## config.mk

```make
export PLATFORM = sky130hd
export DESIGN_NAME = fr_div
export DESIGN_NICKNAME = d
export VERILOG_FILES = /design/src/sv/fr_div.sv
export SDC_FILE = /design/constraint.sdc
export NUM_CORES = 2
export LEC_CHECK = 0
export CORE_MARGIN = 2
export CORE_UTILIZATION = 25
export CTS_CLUSTER_SIZE = 10
export DETAILED_ROUTE_END_ITERATION = 8
export DONT_BUFFER_PORTS = 1
export HOLD_SLACK_MARGIN = 0.06
export PLACE_DENSITY = 0.4
export SYNTH_ARGS = -nofsm -noshare
export SYNTH_HDL_FRONTEND = slang
export SYNTH_SLANG_ARGS = --single-unit
```

## constraint.sdc

```tcl
create_clock -name clk -period 13.05 [get_ports clk]
set_input_delay 0.6525 -clock clk [delete_from_list [all_inputs] [get_ports clk]]
set_output_delay 0.6525 -clock clk [all_outputs]
set_load 0.1 [all_outputs]
```

## src/sv/fr_div.sv

```systemverilog
`timescale 1ns / 1ps
// ----------------------------------------------------------------------------
// fr_div
// Pipelined restoring divider. The user must give a partial remainder below the
// divisor (not enforced here); it shifts in QB low bits, giving QB quotient bits.
// ----------------------------------------------------------------------------
module fr_div #(
  parameter int DW  = 15,
  parameter int QB  = 30,
  parameter int SW  = 1,
  parameter int SPS = 2
) (
  input  logic          clk,
  input  logic          rst,
  input  logic          en,
  input  logic          in_v,
  input  logic [DW:0]   in_rem,
  input  logic [QB-1:0] in_low,
  input  logic [DW-1:0] in_div,
  input  logic [SW-1:0] in_side,
  output logic          out_v,
  output logic [QB-1:0] out_quo,
  output logic [SW-1:0] out_side
);
  localparam int NST = (QB + SPS - 1) / SPS;

  wire [NST:0]            v_w;
  wire [NST:0][DW:0]      rem_w;
  wire [NST:0][QB-1:0]    low_w;
  wire [NST:0][QB-1:0]    quo_w;
  wire [NST:0][DW-1:0]    div_w;
  wire [NST:0][SW-1:0]    side_w;

  assign v_w[0]    = in_v;
  assign rem_w[0]  = in_rem;
  assign low_w[0]  = in_low;
  assign quo_w[0]  = '0;
  assign div_w[0]  = in_div;
  assign side_w[0] = in_side;

  for (genvar k = 0; k < NST; k++) begin : g_stage
    logic [DW+1:0]  trial;
    logic [DW:0]    rem_c, rem_r;
    logic [QB-1:0]  low_c, low_r;
    logic [QB-1:0]  quo_c, quo_r;
    logic [DW-1:0]  div_r;
    logic [SW-1:0]  side_r;
    logic           v_r;

    // one quotient bit per iteration
    always_comb begin
      trial = '0;
      rem_c = rem_w[k];
      low_c = low_w[k];
      quo_c = quo_w[k];
      for (int j = 0; j < SPS; j++) begin
        if (k * SPS + j < QB) begin
          trial = {rem_c, low_c[QB-1]};
          if (trial >= {2'b00, div_w[k]}) begin
            rem_c = (DW+1)'(trial - {2'b00, div_w[k]});
            quo_c = {quo_c[QB-2:0], 1'b1};
          end else begin
            rem_c = trial[DW:0];
            quo_c = {quo_c[QB-2:0], 1'b0};
          end
          low_c = low_c << 1;
        end
      end
    end

    always_ff @(posedge clk) begin
      if (rst) begin
        v_r <= 1'b0;
      end else if (en) begin
        v_r <= v_w[k];
      end
    end

    always_ff @(posedge clk) begin
      if (en) begin
        rem_r  <= rem_c;
        low_r  <= low_c;
        quo_r  <= quo_c;
        div_r  <= div_w[k];
        side_r <= side_w[k];
      end
    end

    assign v_w[k+1]    = v_r;
    assign rem_w[k+1]  = rem_r;
    assign low_w[k+1]  = low_r;
    assign quo_w[k+1]  = quo_r;
    assign div_w[k+1]  = div_r;
    assign side_w[k+1] = side_r;
  end

  assign out_v    = v_w[NST];
  assign out_quo  = quo_w[NST];
  assign out_side = side_w[NST];

endmodule

```

==> out/results.tsv <==
stage	metric	value	unit
clock_tree	clk_pin_slew_worst_paths	0.06	ns
sta	period_needed	7.00	ns
run	maxCapViolations	0	
floorplanning	die_h	467	µm
drt	avgRoutedWirePerCell	16.8	µm
finish	area_growth	14.3	%
critical_path	crit_fanout	24	
floorplanning	num_io_pins	98	
clock_tree	clock_path_buffers	3	
finish	drive_gt1_share	10.6	%
synthesis	async_flop_share	0	%
floorplanning	die_w	467	µm
synthesis	yosysTopAreaCell	edfxtp_1	
critical_path	arrival	7.50	ns
drt	viasPerCell	4.57	
critical_path	critPathKind	flip-flop to flip-flop	
critical_path	cp_common_cell	a21oi_1	
floorplanning	initial_utilization	25.2	%
floorplanning	core_area	213000	µm²
sta	fmax	0.143	GHz
sta	setup-tns-final	0	ns
clock_tree	cts_tree	yes	
sta	hold_violations	0	
sta	worst_pin_slew	1.36	ns
synthesis	postSynthCellCount	4578	
critical_path	startpoint_type	flip-flop	
grt	grt_pass1_vias	34600	
status	status	finished clean	
synthesis	yosysSeqAreaShare	51.0	%
synthesis	syn_avg_cell_area	11.7	µm²
synthesis	synth_area_leaders	edfxtp_1 50%, ha_1 11%, mux2_2 5.9%	
placed_design	numPortBuffers	0	
grt	grt_max_degree	220	
clock_tree	cts_buffers	118	
drt	drt_wl_total	128000	µm
critical_path	max_stage_delay	0.92	ns
synthesis	yosys.area.top_type_share	50.4	%
clock_tree	postCtsSetupRepairBufs	0	
drt	route.detailed.drc	0	
critical_path	slowest_stage	or4_1	
sta	finalMaxSlewViolations	0	
drt	drt-initial-drc-count	2110	
grt	gr-total-overflow	0	
sta	whs	0.169	ns
finish	fill_cells	21800	
synthesis	synth_edf_count	899	
clock_tree	insertion_delay	0.77	ns
sta	fin_worst_skew	0.0430	ns
grt	track_usage	11.5	%
clock_tree	cts_max_level	3	
synthesis	ys.flop_type	edfxtp_1	
drt	drt-pass1-iter-count	6	
drt	vias	34700	
synthesis	synth_area	53500	µm²
grt	grt_antenna_before_repair	1	
grt	grt_pass1_wl	199000	µm
sta	slew_headroom	9.07	%
worst_hold_path	worstHoldPathType	input port to flip-flop	
drt	antenna_left	0	
floorplanning	dieArea	218000	µm²
synthesis	ys_types	85	
synthesis	synth_fp_nets	5123	
clock_tree	root_buffer	clkbuf_16	
critical_path	critPathCaptureType	flip-flop	
clock_tree	clock_sinks	914	
placed_design	globalplace.congestion	0.819	
critical_path	required	13.55	ns
finish	fin_nets	5240	
synthesis	synth_warnings	0	
synthesis	ys_seq_elements	914	
placed_design	dp_hpwl	94600	µm
sta	setup_viol	0	
critical_path	path_cells	inv_1 > ha_1 > nor2b_1 > o31ai_1 > a2111oi_0 > nor2_1 > a31oi_1 > or4_1 > nor2_1 > a21oi_1 > ha_1 > a21o_1 > a21oi_1 > o21ai_0 > a211oi_1 > o21bai_1 > a21oi_1 > o21ai_0 > a311oi_4 > mux2_2	
sta	rsz0062_at_grt	no	
sta	finalCritPeriodShare	53.6	%
floorplanning	fp-row-count	169	
==> per-stage QoR <==
| stage | cells | setup WS, ns | util [%] | area, µm² |
|---|---|---|---|---|
| after floorplan | 4578 | 7.00 | - | 53500 |
| after global placement | 7345 | 6.15 | 26.8 | 56900 |
| after detailed placement | 7350 | 6.04 | 26.8 | 57000 |
| after CTS | 7590 | 6.07 | 28.8 | 61200 |
| after global routing | 7591 | 5.49 | 28.8 | 61200 |
| final | 7591 | 6.05 | 28.8 | 61200 |
==> Yosys cell counts (8+ instances only) <==
master,number
o31ai_1,32
nor3_1,77
o211ai_1,26
nor2_1,326
o21a_1,81
fa_1,29
inv_1,366
nor4_1,27
buf_1,9
nand2_1,215
o41ai_1,13
or2_2,18
a311oi_1,8
mux2_2,281
a21o_1,104
xnor2_1,237
and2_1,9
edfxtp_1,899
a31oi_1,43
clkbuf_1,49
nand3_1,82
mux2i_1,44
o31a_1,22
a211oi_1,40
nor2b_1,63
o22ai_1,9
or4_1,11
or3_1,19
ha_1,450
nor3b_1,14
xor2_1,93
a21oi_1,342
a21boi_0,10
dfxtp_1,15
o21ai_0,212
nand2b_1,45
nand4_1,71
a211o_1,12
and3_1,9
o21bai_1,44
==> state kept, by name (all words and copies together) (netlist names) <==
| register | cells |
|---|---|
| g_stage.quo_r | 210 |
| g_stage.low_r | 210 |
| g_stage.rem_r | 224 |
| out_v | 1 |
| g_stage.v_r | 14 |
| out_quo | 30 |
| out_side | 1 |
| g_stage.side_r | 14 |
| g_stage.div_r | 210 |
==> what timing repair did <==
| action | 4_1_cts | 5_1_grt |
|---|---|---|
| endpoints found under the hold margin | 59 | 0 |
| hold buffers | 46 | 0 |
| gates resized for setup | 0 | 0 |
==> logic make-up after synthesis <==
family	share of synthesized area (%)
XOR/XNOR	5.40
adder cells (fa/ha/maj)	11.6
multiplexers	6.94
AO/OA/AOI/OAI	12.9
buffers and inverters	3.09
AND/OR/NAND/NOR	9.10
flip-flops	51.0
==> layout make-up <==
class / count / area, µm² / area share (%)
Sequential cell: 914 / 27300 / 44.6
Multi-Input combinational cell: 3230 / 24600 / 40.2
Tap cell: 2821 / 3530 / 5.77
Clock buffer: 140 / 3060 / 5.00
Inverter: 367 / 1380 / 2.25
Timing Repair Buffer: 64 / 696 / 1.14
Clock inverter: 54 / 612 / 1.00
Antenna cell: 1 / 2.50 / 0.00409
==> routing by layer <==
layer	vias to the layer above	routed length [µm]	GRT usage, %
met4	0	3920	3.85
met5	-	0	0
met2	535	61000	19.4
met3	190	4260	1.90
met1	16600	58700	15.0
li1	17400	-	-
==> cells in the final DEF, fill, tap and decap left out, types with 82 or more instances in the layout <==
cell,n
a21o_1,104
a21oi_1,341
clkbuf_16,119
edfxtp_1,899
ha_1,450
inv_1,366
mux2_2,281
nand2_1,215
nand3_1,82
nor2_1,326
o21ai_0,210
xnor2_1,237
xor2_1,93
==> worst max-delay path, delay by kind of cell (launching register included) <==
family	cells	cell delay [ns]
fa+ha+maj	2	0.67
mux	1	0.42
simple gates	4	1.55
flops	1	0.39
compound gates	12	3.55
buf+inv	1	0.19
==> path summary, 6_finish.rpt <==
kind,from,end,slack [ns],cells after the start
worst min register to register,g_stage[5].quo_r[3]$_DFFE_PP_,g_stage[6].quo_r[5]$_DFFE_PP_,0.40,0
worst min-delay path,in_low[28],g_stage[0].rem_r[0]$_DFFE_PP_,0.17,2
worst max-delay path,g_stage[10].div_r[1]$_DFFE_PP_,g_stage[11].rem_r[1]$_DFFE_PP_,6.05,20
worst max register to register,g_stage[10].div_r[1]$_DFFE_PP_,g_stage[11].rem_r[1]$_DFFE_PP_,6.05,20
Power is not shown: default switching activity piles up to over one toggle a cycle in this logic, so the estimate is an artifact.
