===== config.mk =====
export PLATFORM = sky130hd
export DESIGN_NAME = fr_sqrt
export DESIGN_NICKNAME = d
export VERILOG_FILES = /design/src/sv/fr_sqrt.sv
export SDC_FILE = /design/constraint.sdc
export NUM_CORES = 2
export LEC_CHECK = 0
export BUFFER_PORTS_ARGS = -buffer_cell sky130_fd_sc_hd__clkbuf_2
export CORE_MARGIN = 8
export CORE_UTILIZATION = 55
export CTS_BUF_LIST = sky130_fd_sc_hd__clkbuf_8
export DETAILED_ROUTE_END_ITERATION = 12
export PLACE_DENSITY = 0.7
export SLEW_MARGIN = 25
export SYNTH_ARGS = -nofsm -noshare
export SYNTH_HDL_FRONTEND = slang
export SYNTH_SLANG_ARGS = --single-unit

===== constraint.sdc =====
create_clock -name clk -period 10.91 [get_ports clk]
set_input_delay 1.091 -clock clk [delete_from_list [all_inputs] [get_ports clk]]
set_output_delay 1.091 -clock clk [all_outputs]
set_load 0.005 [all_outputs]

===== src/sv/fr_sqrt.sv =====
`timescale 1ns / 1ps
// ----------------------------------------------------------------------------
// fr_sqrt
// Pipelined digit-by-digit integer square root, floor(sqrt(rad)).
// A side word travels with each radicand.
// ----------------------------------------------------------------------------
module fr_sqrt #(
  parameter int RTW = 31,
  parameter int SW  = 1,
  parameter int SPS = 2
) (
  input  logic             clk,
  input  logic             rst,
  input  logic             en,
  input  logic             in_v,
  input  logic [2*RTW-1:0] in_rad,
  input  logic [SW-1:0]    in_side,
  output logic             out_v,
  output logic [RTW-1:0]   out_root,
  output logic [SW-1:0]    out_side
);
  localparam int RW  = 2 * RTW;
  localparam int RMW = RTW + 2;
  localparam int NST = (RTW + SPS - 1) / SPS;

  wire [NST:0]                v_w;
  wire [NST:0][RW-1:0]        rad_w;
  wire [NST:0][RMW-1:0]       rem_w;
  wire [NST:0][RTW-1:0]       root_w;
  wire [NST:0][SW-1:0]        side_w;

  assign v_w[0]    = in_v;
  assign rad_w[0]  = in_rad;
  assign rem_w[0]  = '0;
  assign root_w[0] = '0;
  assign side_w[0] = in_side;

  for (genvar k = 0; k < NST; k++) begin : g_stage
    logic [RW-1:0]  rad_c,  rad_r;
    logic [RMW-1:0] rem_c,  rem_r;
    logic [RTW-1:0] root_c, root_r;
    logic [SW-1:0]  side_r;
    logic           v_r;

    // one result bit per iteration
    always_comb begin
      rad_c  = rad_w[k];
      rem_c  = rem_w[k];
      root_c = root_w[k];
      for (int j = 0; j < SPS; j++) begin
        if (k * SPS + j < RTW) begin
          rem_c = {rem_c[RMW-3:0], rad_c[RW-1 -: 2]};
          if (rem_c >= {root_c, 2'b01}) begin
            rem_c  = rem_c - {root_c, 2'b01};
            root_c = {root_c[RTW-2:0], 1'b1};
          end else begin
            root_c = {root_c[RTW-2:0], 1'b0};
          end
          rad_c = rad_c << 2;
        end
      end
    end

    always_ff @(posedge clk) begin
      if (rst) begin
        v_r <= 1'b0;
      end else if (en) begin
        v_r <= v_w[k];
      end
    end

    always_ff @(posedge clk) begin
      if (en) begin
        rad_r  <= rad_c;
        rem_r  <= rem_c;
        root_r <= root_c;
        side_r <= side_w[k];
      end
    end

    assign v_w[k+1]    = v_r;
    assign rad_w[k+1]  = rad_r;
    assign rem_w[k+1]  = rem_r;
    assign root_w[k+1] = root_r;
    assign side_w[k+1] = side_r;
  end

  assign out_v    = v_w[NST];
  assign out_root = root_w[NST];
  assign out_side = side_w[NST];

endmodule


==> results.json <==
{
  "rows": 136,
  "critPathMaxStageDelay_ns": 0.87,
  "critPathCaptureType": "flip-flop",
  "drt-initial-drc-count": 4900,
  "maxCapViolCount": 0,
  "status": "complete, no violations",
  "drive_above_1_share_pct": 7.24,
  "worstReg2RegEnd": "g_stage[12].rem_r[15]$_DFFE_PP_",
  "r2r-start": "g_stage[11].root_r[2]$_DFFE_PP_",
  "yosysMostFrequentCell": "edfxtp_1",
  "ctsResizeCount": 0,
  "grt_use_total_pct": 24.8,
  "setup_violations": 0,
  "r2r_slack_ns": 3.09,
  "htreeDepth": 4,
  "top_layer": "met4",
  "max_freq_mhz": 128,
  "hold_end": "g_stage[0].rad_r[61]$_DFFE_PP_",
  "yosys_warnings": 0,
  "vias_per_cell": 6.02,
  "post_cts_buffers": 0,
  "holdPathStages": 1,
  "max_slew_margin_pct": 29.2,
  "cts_tree": "built",
  "p_per_area_nw_per_um2": 250,
  "area_growth_pct": 8.08,
  "initial_core_util_pct": 55.5,
  "synth_seq_cells": 1198,
  "leakage_uw": 0.0328,
  "arrival_ns": 8.46,
  "syn-instance-count": 7505,
  "synth.avg_cell_area_um2": 10.2,
  "finalPower_uw": 20700,
  "final_area_um2": 82500,
  "portBuffers": 99,
  "place.gp.congestion": 0.936,
  "final_net_count": 8215,
  "hpwl_um": 149000,
  "final_util_pct": 59.9,
  "post-route-period-util_pct": 71.7,
  "synth.top_cell.area_share_pct": 46.5,
  "routedWlPerCell_um": 20.3,
  "cp_max_fo": 41,
  "final_hold_viol_count": 0,
  "antenna_found_initial": 4,
  "wl_met3_um": 10300,
  "clk_latency_ns": 0.91,
  "wl_met1_um": 82600,
  "maxSlewViolCount": 0,
  "worstRegToRegCells": 24,
  "rsz0062_at_grt": "false",
  "critPathSlowestCell": "nor4_4",
  "dieArea_um2": 151000,
  "synth_flop_cell": "edfxtp_1",
  "seq_area_frac_synth_pct": 46.9,
  "ir_drop_uv": 163,
  "clkSlewWorstSetupHoldPaths_ns": 0.07,
  "path_cells": "inv_1 > ha_1 > or3_1 > o22ai_1 > o211a_1 > o221ai_1 > a41oi_1 > nand2b_1 > inv_1 > buf_4 > o21ai_0 > ha_1 > a21o_1 > a21o_1 > a21o_1 > a221o_1 > a21o_1 > a41oi_1 > o21ai_0 > a41oi_1 > o21ai_0 > nor4_4 > buf_4 > mux2_2",
  "grt_pass1_vias": 55500,
  "hold_class": "in -> reg",
  "finalCriticalPeriod_ns": 7.82,
  "yosys-top-cells-count": "1182 x edfxtp_1, 643 x nand2_1, 612 x nor2_1, 559 x a21oi_1, 525 x ha_1",
  "worstHoldStart": "in_rad[57]",
  "dieWidth_um": 389,
  "fin_setup_tns_ns": 0,
  "cp.required_ns": 11.55,
  "synth_area_um2": 76400,
  "overflow": 0,
  "drt.antenna.violating_nets": 0,
  "synth_area_leaders": "edfxtp_1 46%, ha_1 8.6%, xnor2_1 4.9%, a21oi_1 3.7%, nand2_1 3.2%",
  "crit_family": "compound AO/OA/AOI/OAI gates",
  "synth-edff-count": 1182,
  "grt_pass1_wl_um": 302000,
  "finClkSkew_ns": 0.0335,
  "postPlaceCellArea_um2": 78600,
  "vias": 57700,
  "drtPass1Iterations": 5,
  "cts.sinks": 1198,
  "core_area_um2": 138000,
  "wl_met2_um": 94900,
  "die_h_um": 389,
  "drt_wl_total_um": 195000,
  "synthArstFlopShare_pct": 0,
  "setup.worst_path.start_class": "flip-flop",
  "io_pins": 100,
  "cts_buffers": 197,
  "crit_buf_inv": 4,
  "root_buffer": "clkbuf_8",
  "path_class": "reg -> reg",
  "grt_max_degree": 172,
  "drc": 0,
  "cts_buffer_depth": 3,
  "yosysUniqueCellTypes": 103,
  "cts_hold_buf": 0,
  "holdWs_ns": 0.355,
  "path_common_cell": "a21o_1",
  "worst_slew_pin_slew_ns": 1.06,
  "synth_top_cell_by_area": "edfxtp_1"
}
[cell families (layout without fill, tap and decap cells)]
family	after synthesis	count (layout)	synth area share, %
AO/OA/AOI/OAI	1909	1909	15.9
XOR/XNOR	683	683	7.83
adder cells (fa/ha/maj)	525	525	8.60
buffers and inverters	669	947	3.35
flip-flops	1198	1198	46.9
multiplexers	113	113	1.61
other	1	5	0.00491
AND/OR/NAND/NOR	2407	2407	15.8
[area by class of cell]
type / count / area, µm²
diodes: 2 / 5.00
clock buffers: 197 / 2710
clock inverters: 164 / 1180
fillers: 11600 / 55100
inverters: 455 / 1710
multi-input cells: 5640 / 38100
flip-flops and latches: 1198 / 35800
well taps: 1794 / 2240
repair buffers: 131 / 801
[per-stage QoR]
step                      std cells  worst slack [ns]
after CTS                      9579              3.14
after global routing           9581              2.41
final                          9581              3.09
after detailed placement       9218              3.19
after global placement         9218              3.32
after floorplan                7507              4.48
[registers in the layout (all words and copies together) (netlist names)]
signal / cells
g_stage.rad_r: 450
out_side: 1
out_v: 1
g_stage.side_r: 15
g_stage.rem_r: 445
g_stage.root_r: 240
g_stage.v_r: 15
out_root: 31
[power breakdown]
part           switching [µW]  total, µW  internal, µW
Sequential                622       6880          6260
Clock                    1860       3890          2030
Combinational            5930       9900          3970
[metal layers]
layer / track usage [%] / vias to the layer above
li1: - / 28100
met1: 31.7 / 27400
met2: 42.8 / 1797
met3: 3.56 / 378
met4: 8.98 / 0
met5: 0 / -
[placed cells by master (no fill, tap or decap), types with 73 or more instances in the layout]
master    instances
a21o_1          238
a21oi_1         559
clkbuf_2         98
clkbuf_8        197
edfxtp_1       1182
ha_1            525
inv_1           498
mux2_2           73
nand2_1         643
nand2b_1         86
nand3_1         137
nand4_1         131
nor2_1          612
nor3_1          166
nor4_1           88
o21a_1           79
o21ai_0         460
or3_1            89
xnor2_1         431
xor2_1          252
[worst register-to-register path: stages (launching register included)]
cell and delay, ns:
edfxtp_1 0.35, inv_1 0.07, ha_1 0.22, or3_1 0.37, o22ai_1 0.31, o211a_1 0.27, o221ai_1 0.27, a41oi_1 0.41
nand2b_1 0.12, inv_1 0.06, buf_4 0.38, o21ai_0 0.24, ha_1 0.38, a21o_1 0.20, a21o_1 0.17, a21o_1 0.18
a221o_1 0.30, a21o_1 0.18, a41oi_1 0.34, o21ai_0 0.37, a41oi_1 0.34, o21ai_0 0.31, nor4_4 0.87, buf_4 0.44
mux2_2 0.38
[worst max path at each step]
stage                               startpoint                         endpoint  slack, ns  depth (start not counted)
6_report       g_stage[11].root_r[2]$_DFFE_PP_  g_stage[12].rem_r[15]$_DFFE_PP_       3.09                         24
2_1_floorplan   g_stage[11].rem_r[2]$_DFFE_PP_  g_stage[12].rem_r[30]$_DFFE_PP_       4.48                         25
3_5_place_dp   g_stage[11].root_r[2]$_DFFE_PP_  g_stage[12].rem_r[10]$_DFFE_PP_       3.19                         24
5_1_grt         g_stage[11].rem_r[2]$_DFFE_PP_  g_stage[12].rem_r[15]$_DFFE_PP_       2.41                         23
4_1_cts        g_stage[11].root_r[2]$_DFFE_PP_  g_stage[12].rem_r[15]$_DFFE_PP_       3.14                         24
3_3_place_gp   g_stage[11].root_r[2]$_DFFE_PP_   g_stage[12].rem_r[3]$_DFFE_PP_       3.32                         24
No activity file was read; power rests on OpenSTA's default activity.
